--- config.mk ---
export PLATFORM = sky130hd
export DESIGN_NAME = dprt_front
export DESIGN_NICKNAME = d
export VERILOG_FILES = /design/src/sv/dprt_pkg.sv /design/src/sv/dprt_front.sv
export SDC_FILE = /design/constraint.sdc
export NUM_CORES = 1
export LEC_CHECK = 0
export ABC_AREA = 1
export ABC_CLOCK_PERIOD_IN_PS = 7200
export BUFFER_PORTS_ARGS = -buffer_cell sky130_fd_sc_hd__buf_2
export CAP_MARGIN = 20
export CORE_UTILIZATION = 50
export CTS_CLUSTER_SIZE = 25
export DETAILED_ROUTE_END_ITERATION = 6
export PLACE_DENSITY = 0.77
export SLEW_MARGIN = 0
export SYNTH_ARGS = -nofsm -noshare
export SYNTH_HDL_FRONTEND = slang
export SYNTH_SLANG_ARGS = --single-unit
export TNS_END_PERCENT = 20
--- constraint.sdc ---
create_clock -name clk -period 7.2 [get_ports clk]
set_input_delay 1.44 -clock clk [delete_from_list [all_inputs] [get_ports clk]]
set_output_delay 1.44 -clock clk [all_outputs]
set_load 0.05 [all_outputs]
--- src/sv/dprt_pkg.sv ---
// Package: shared types and codes for the donated page range tracker.
package dprt_pkg;

    typedef enum logic [2:0] {
        ACT_ADD       = 3'd0,
        ACT_REMOVE    = 3'd1,
        ACT_QUERY     = 3'd2,
        ACT_QUERY_ANY = 3'd3,
        ACT_CLEAR     = 3'd4
    } action_t;

    typedef enum logic [1:0] {
        ST_OK       = 2'd0,
        ST_NOTFOUND = 2'd1,
        ST_FULL     = 2'd2
    } status_t;

    typedef struct packed {
        logic [2:0]  action;
        logic [15:0] guest_id;
        logic [51:0] page_frame;
    } cmd_t;

endpackage

--- src/sv/dprt_front.sv ---
// Front end: accepts input beats and queues them for the table engine.
module dprt_front
    import dprt_pkg::*;
#(
    parameter int FRAME_BITS = 36
)
(
    input  logic        clk,
    input  logic        rst_n,
    input  logic        in_valid,
    output logic        in_ready,
    input  logic [2:0]  in_action,
    input  logic [15:0] in_guest,
    input  logic [FRAME_BITS-1:0] in_frame,
    output logic        q_valid,
    input  logic        q_ready,
    output cmd_t        q_cmd
);

    cmd_t q_reg [2];
    logic [1:0] cnt_reg, cnt_next;
    logic       rd_reg, rd_next, wr_reg, wr_next;
    logic       push, pop;

    assign in_ready = (cnt_reg != 2'd2);
    assign q_valid  = (cnt_reg != 2'd0);
    assign q_cmd    = q_reg[rd_reg];
    assign push     = in_valid && in_ready;
    assign pop      = q_valid && q_ready;

    always_comb
    begin
        cnt_next = cnt_reg + 2'(push) - 2'(pop);
        wr_next  = wr_reg ^ push;
        rd_next  = rd_reg ^ pop;
    end

    always_ff @(posedge clk or negedge rst_n)
    begin
        if (!rst_n)
        begin
            cnt_reg <= '0;
            rd_reg  <= 1'b0;
            wr_reg  <= 1'b0;
        end
        else
        begin
            cnt_reg <= cnt_next;
            rd_reg  <= rd_next;
            wr_reg  <= wr_next;
        end
    end

    always_ff @(posedge clk)
    begin
        if (push)
        begin
            q_reg[wr_reg].action     <= in_action;
            q_reg[wr_reg].guest_id   <= in_guest;
            q_reg[wr_reg].page_frame <= 52'(in_frame);
        end
    end

endmodule

# == Yosys cells after proc, flatten, opt, wreduce, memory -nomap -nowiden ==
# Memories as Yosys holds them, arrays and structs flattened.
# Cells that the tools add are included.
# word_totals
register_bits,4
latch_bits,0
mem_bits_rw,110
mem_bits_ro,0
input_bits,59
output_inout_bits,73
elab_cells,14
mem_count,1
# mem_list
memory,words,width,rd,rd_clocked_by_memory_dff,write_ports,line,source
q_reg,2,55,1,0,1,dprt_front.sv:20,cmd_t q_reg [2];
# op_classes
n_addsub,2
mul,0
div,0
magnitude_cmp,0
n_eq_ne,1
shifts,0
mux,2
n_bitwise,2
reduce_logical,3
# op_table
operator,n
$add A2 B1 Y2,1
$logic_and A1 B1 Y1,2
$mux W1,2
$ne A2 B2 Y1 const B,1
$reduce_bool A2 Y1,1
$sub A2 B1 Y2,1
$xor A1 B1 Y1,2

# == Logic depth before layout (Yosys ltp) ==
# logic_depth
word_depth,4
mapped_depth,13
depth_no_buf,13

# == Worst setup path after synthesis ==
# No wires, ideal clock.
# synth_path
kind,input port to flip-flop
start,input in_valid
end,memory q_reg[1][0] in the netlist's numbering (enable)
setup_time_ns,0.468
arrival_time_ns,3.868
t_required_ns,6.732
setup_slack_ns,2.864
stages,2
cell_sequence,nand2_1 > nor2_1
# synth_via
elab_chain_len,3
# synth_lines
element,line,source
from (decl),dprt_front.sv:10,"input logic in_valid,"
$logic_and A1 B1 Y1,dprt_front.sv:28,assign push = in_valid && in_ready;
$mux W1,dprt_front.sv:56,if (push)
$mux W1 (not written as such),dprt_front.sv:60,q_reg[wr_reg].page_frame <= 52'(in_frame);
to (decl),dprt_front.sv:20,
# No other way between the ends.

==> reports/summary.json <==
{
  "cts_tree": {"value": "done"},
  "hpwl": {"value": 4.597, "unit": "mm"},
  "dr.first_iter.drc_count": {"value": 118},
  "drive_gt1_frac": {"value": 0.3157},
  "wl_per_cell": {"value": 12.85, "unit": "µm"},
  "place.detailed.instances": {"value": 545},
  "setup_slack": {"value": 3.016, "unit": "ns"},
  "rsz_0062_raised_after_global_routing": {"value": "no"},
  "post_cts_hold_buffer_count": {"value": 0},
  "async_flop_share": {"value": 0.03509},
  "vias_per_cell": {"value": 4.633},
  "cap_violations": {"value": 0},
  "final.period_utilization": {"value": 0.5810},
  "ff_latch_area": {"value": 3405, "unit": "µm²"},
  "postCtsSetupRepairBufs": {"value": 0},
  "drt_pass1_iterations": {"value": 4},
  "num_vias": {"value": 2673},
  "clkSlewWorstSetupHoldPaths": {"value": 0.05, "unit": "ns"},
  "worst-endpoint-arrival": {"value": 2.74, "unit": "ns"},
  "gp_congestion": {"value": 0.6785},
  "fmax": {"value": 239.0, "unit": "MHz"},
  "final.min_clock_period": {"value": 4.184, "unit": "ns"},
  "synth-edff-count": {"value": 110},
  "hold_viol_final": {"value": 0},
  "run_status": {"value": "complete, no violations"},
  "drc": {"value": 0},
  "fill_cells": {"value": 656},
  "global_route.overflow_total": {"value": 0},
  "synth_sequential_area_ratio": {"value": 0.7723},
  "chipHeight": {"value": 95.88, "unit": "µm"},
  "die-area": {"value": 9193, "unit": "µm²"},
  "max_transition_margin": {"value": 0.3200},
  "maximum_number_of_pins_on_one_net_before_global_route_repair": {"value": 57},
  "cts_buffer_depth": {"value": 2},
  "cts_h_tree_depth": {"value": 4},
  "clkLatencyLatePin": {"value": 0.49, "unit": "ns"},
  "io_buffer_count": {"value": 115},
  "design_area": {"value": 5463, "unit": "µm²"},
  "synth-main-ff-cell": {"value": "sky130_fd_sc_hd__edfxtp_1"},
  "cp_data_required_time": {"value": 5.76, "unit": "ns"},
  "placement_rows": {"value": 33},
  "detailedPlace.worstSlack": {"value": 3.478, "unit": "ns"},
  "insertedDiodeCount": {"value": 0},
  "area_of_the_mapped_netlist": {"value": 4407, "unit": "µm²"},
  "synth.yosys.warnings": {"value": 0},
  "clockRootBuffer": {"value": "sky130_fd_sc_hd__clkbuf_8"},
  "worst-setup-path-type": {"value": "register to primary output"},
  "placement.cell_area": {"value": 4946, "unit": "µm²"},
  "nNetsFinal": {"value": 520},
  "endpoint_kind": {"value": "primary output"},
  "clock_sinks": {"value": 114},
  "number_of_clock_buffers_inserted_by_tritoncts": {"value": 17},
  "die_w": {"value": 95.88, "unit": "µm"},
  "largest_register_ff_count": {"value": 110},
  "fin_tns_setup": {"value": 0, "unit": "ns"},
  "initial_antenna_violation_count": {"value": 0},
  "io_pins": {"value": 132},
  "fin_clk_skew": {"value": 0.006626, "unit": "ns"},
  "ctsResizeCount": {"value": 0},
  "yosys_register_bits": {"value": 114},
  "worstPathMaxFanout": {"value": 56},
  "globalRouteTotalUtil": {"value": 0.1721},
  "finalMaxSlewViolations": {"value": 0},
  "detailed_route_wl": {"value": 7.416, "unit": "mm"},
  "startpoint_types": {"value": "register"},
  "initial_core_util": {"value": 0.5258},
  "postSynthCellCount": {"value": 336},
  "area_occupied_by_multi_input_gates": {"value": 782.0, "unit": "µm²"},
  "grt_pass1_vias": {"value": 2553},
  "area_growth_syn_to_layout": {"value": 23.96, "unit": "%"},
  "post_layout_nonfiller_instances": {"value": 577},
  "core": {"value": 8382, "unit": "µm²"},
  "synth.avg_cell_area": {"value": 13.12, "unit": "µm²"},
  "first_pass_grt_wire_length": {"value": 11.21, "unit": "mm"},
  "timing_worst_slew_pin_value": {"value": 1.020, "unit": "ns"},
  "synth.lib_cells_used.distinct": {"value": 15},
  "min-delay-path-class": {"value": "register to register"},
  "finalSetupViolCount": {"value": 0},
  "postRouteAntennaNets": {"value": 0}
}
[per-layer routing]
layer,part of all wire,vias to the layer above,track usage
met2,0.52,107,0.2976
met5,0,-,0
met1,0.40,1222,0.1860
li1,-,1334,-
met4,0.012,0,0.08955
met3,0.068,10,0.06082
[synthesized netlist by cell type (2+ instances only)]
master	instances	share of area
sky130_fd_sc_hd__nand2_1	175	0.15
sky130_fd_sc_hd__edfxtp_1	110	0.75
sky130_fd_sc_hd__buf_4	17	0.029
sky130_fd_sc_hd__inv_1	9	0.0077
sky130_fd_sc_hd__buf_6	8	0.020
sky130_fd_sc_hd__dfrtp_1	4	0.023
sky130_fd_sc_hd__nor2_1	3	0.0026
sky130_fd_sc_hd__clkbuf_8	2	0.0062
sky130_fd_sc_hd__ha_1	2	0.0057
[placed cells by master, fill, tap and decap left out, types with 2 or more instances in the layout]
master,n
sky130_fd_sc_hd__nand2_1,175
sky130_fd_sc_hd__clkbuf_1,2
sky130_fd_sc_hd__clkinvlp_4,3
sky130_fd_sc_hd__dfrtp_1,3
sky130_fd_sc_hd__edfxtp_1,110
sky130_fd_sc_hd__nor2_1,2
sky130_fd_sc_hd__inv_1,9
sky130_fd_sc_hd__clkinv_1,2
sky130_fd_sc_hd__buf_4,2
sky130_fd_sc_hd__conb_1,16
sky130_fd_sc_hd__clkinv_2,7
sky130_fd_sc_hd__clkbuf_16,16
sky130_fd_sc_hd__buf_2,115
[layout make-up]
cell class,instances,area share
multi-input combinational,199,0.1432
inverter,10,0.006871
tap,105,0.02405
timing repair buffer,117,0.1081
sequential,114,0.6232
clock inverter,13,0.01741
clock buffer,19,0.07719
[path summary, 6_finish.rpt]
kind | from | to | slack [ns] | cells past startpoint
worst max-delay path | rd_reg | q_cmd[22] | 3.02 | 4
worst min-delay path | cnt_reg[0] | cnt_reg[0] | 0.57 | 1
worst max register to register | cnt_reg[1] | q_reg[0][49] | 4.86 | 5
worst min register to register | cnt_reg[0] | cnt_reg[0] | 0.57 | 1
max in group asynchronous | rst_n | rd_reg | 6.32 | 1
min in group asynchronous | rst_n | cnt_reg[0] | 0.74 | 1
[worst max-delay path, cell delays in order, from the launching register on]
cell and delay, ns:
sky130_fd_sc_hd__dfrtp_2 1.03, sky130_fd_sc_hd__inv_2 0.68, sky130_fd_sc_hd__nand2_1 0.19, sky130_fd_sc_hd__nand2_1 0.09, sky130_fd_sc_hd__buf_2 0.22
[cells by family (layout without fill, tap and decap cells)]
group           count (synthesis)  after routing  share of synthesized area
compound gates                  1              1                   0.001135
xor+xnor                        1              1                   0.001988
fa+ha+maj                       2              2                   0.005678
buf+inv                        38            159                    0.06530
flops                         114            114                     0.7723
other cells                     1             16                  0.0008510
simple gates                  179            179                     0.1528
[through the flow]
| step | util | hold WS [ns] |
|---|---|---|
| finish | 0.6517 | 0.5661 |
| global route | 0.6517 | 0.5852 |
| CTS | 0.6517 | 0.5675 |
| detailed placement | 0.5901 | 0.5554 |
| global placement | 0.5901 | 0.5349 |
| floorplan | - | 0.5245 |
Power is left out: the tool's default activity adds up to more than one toggle a clock period on the data nets, which glitch-free logic cannot reach.
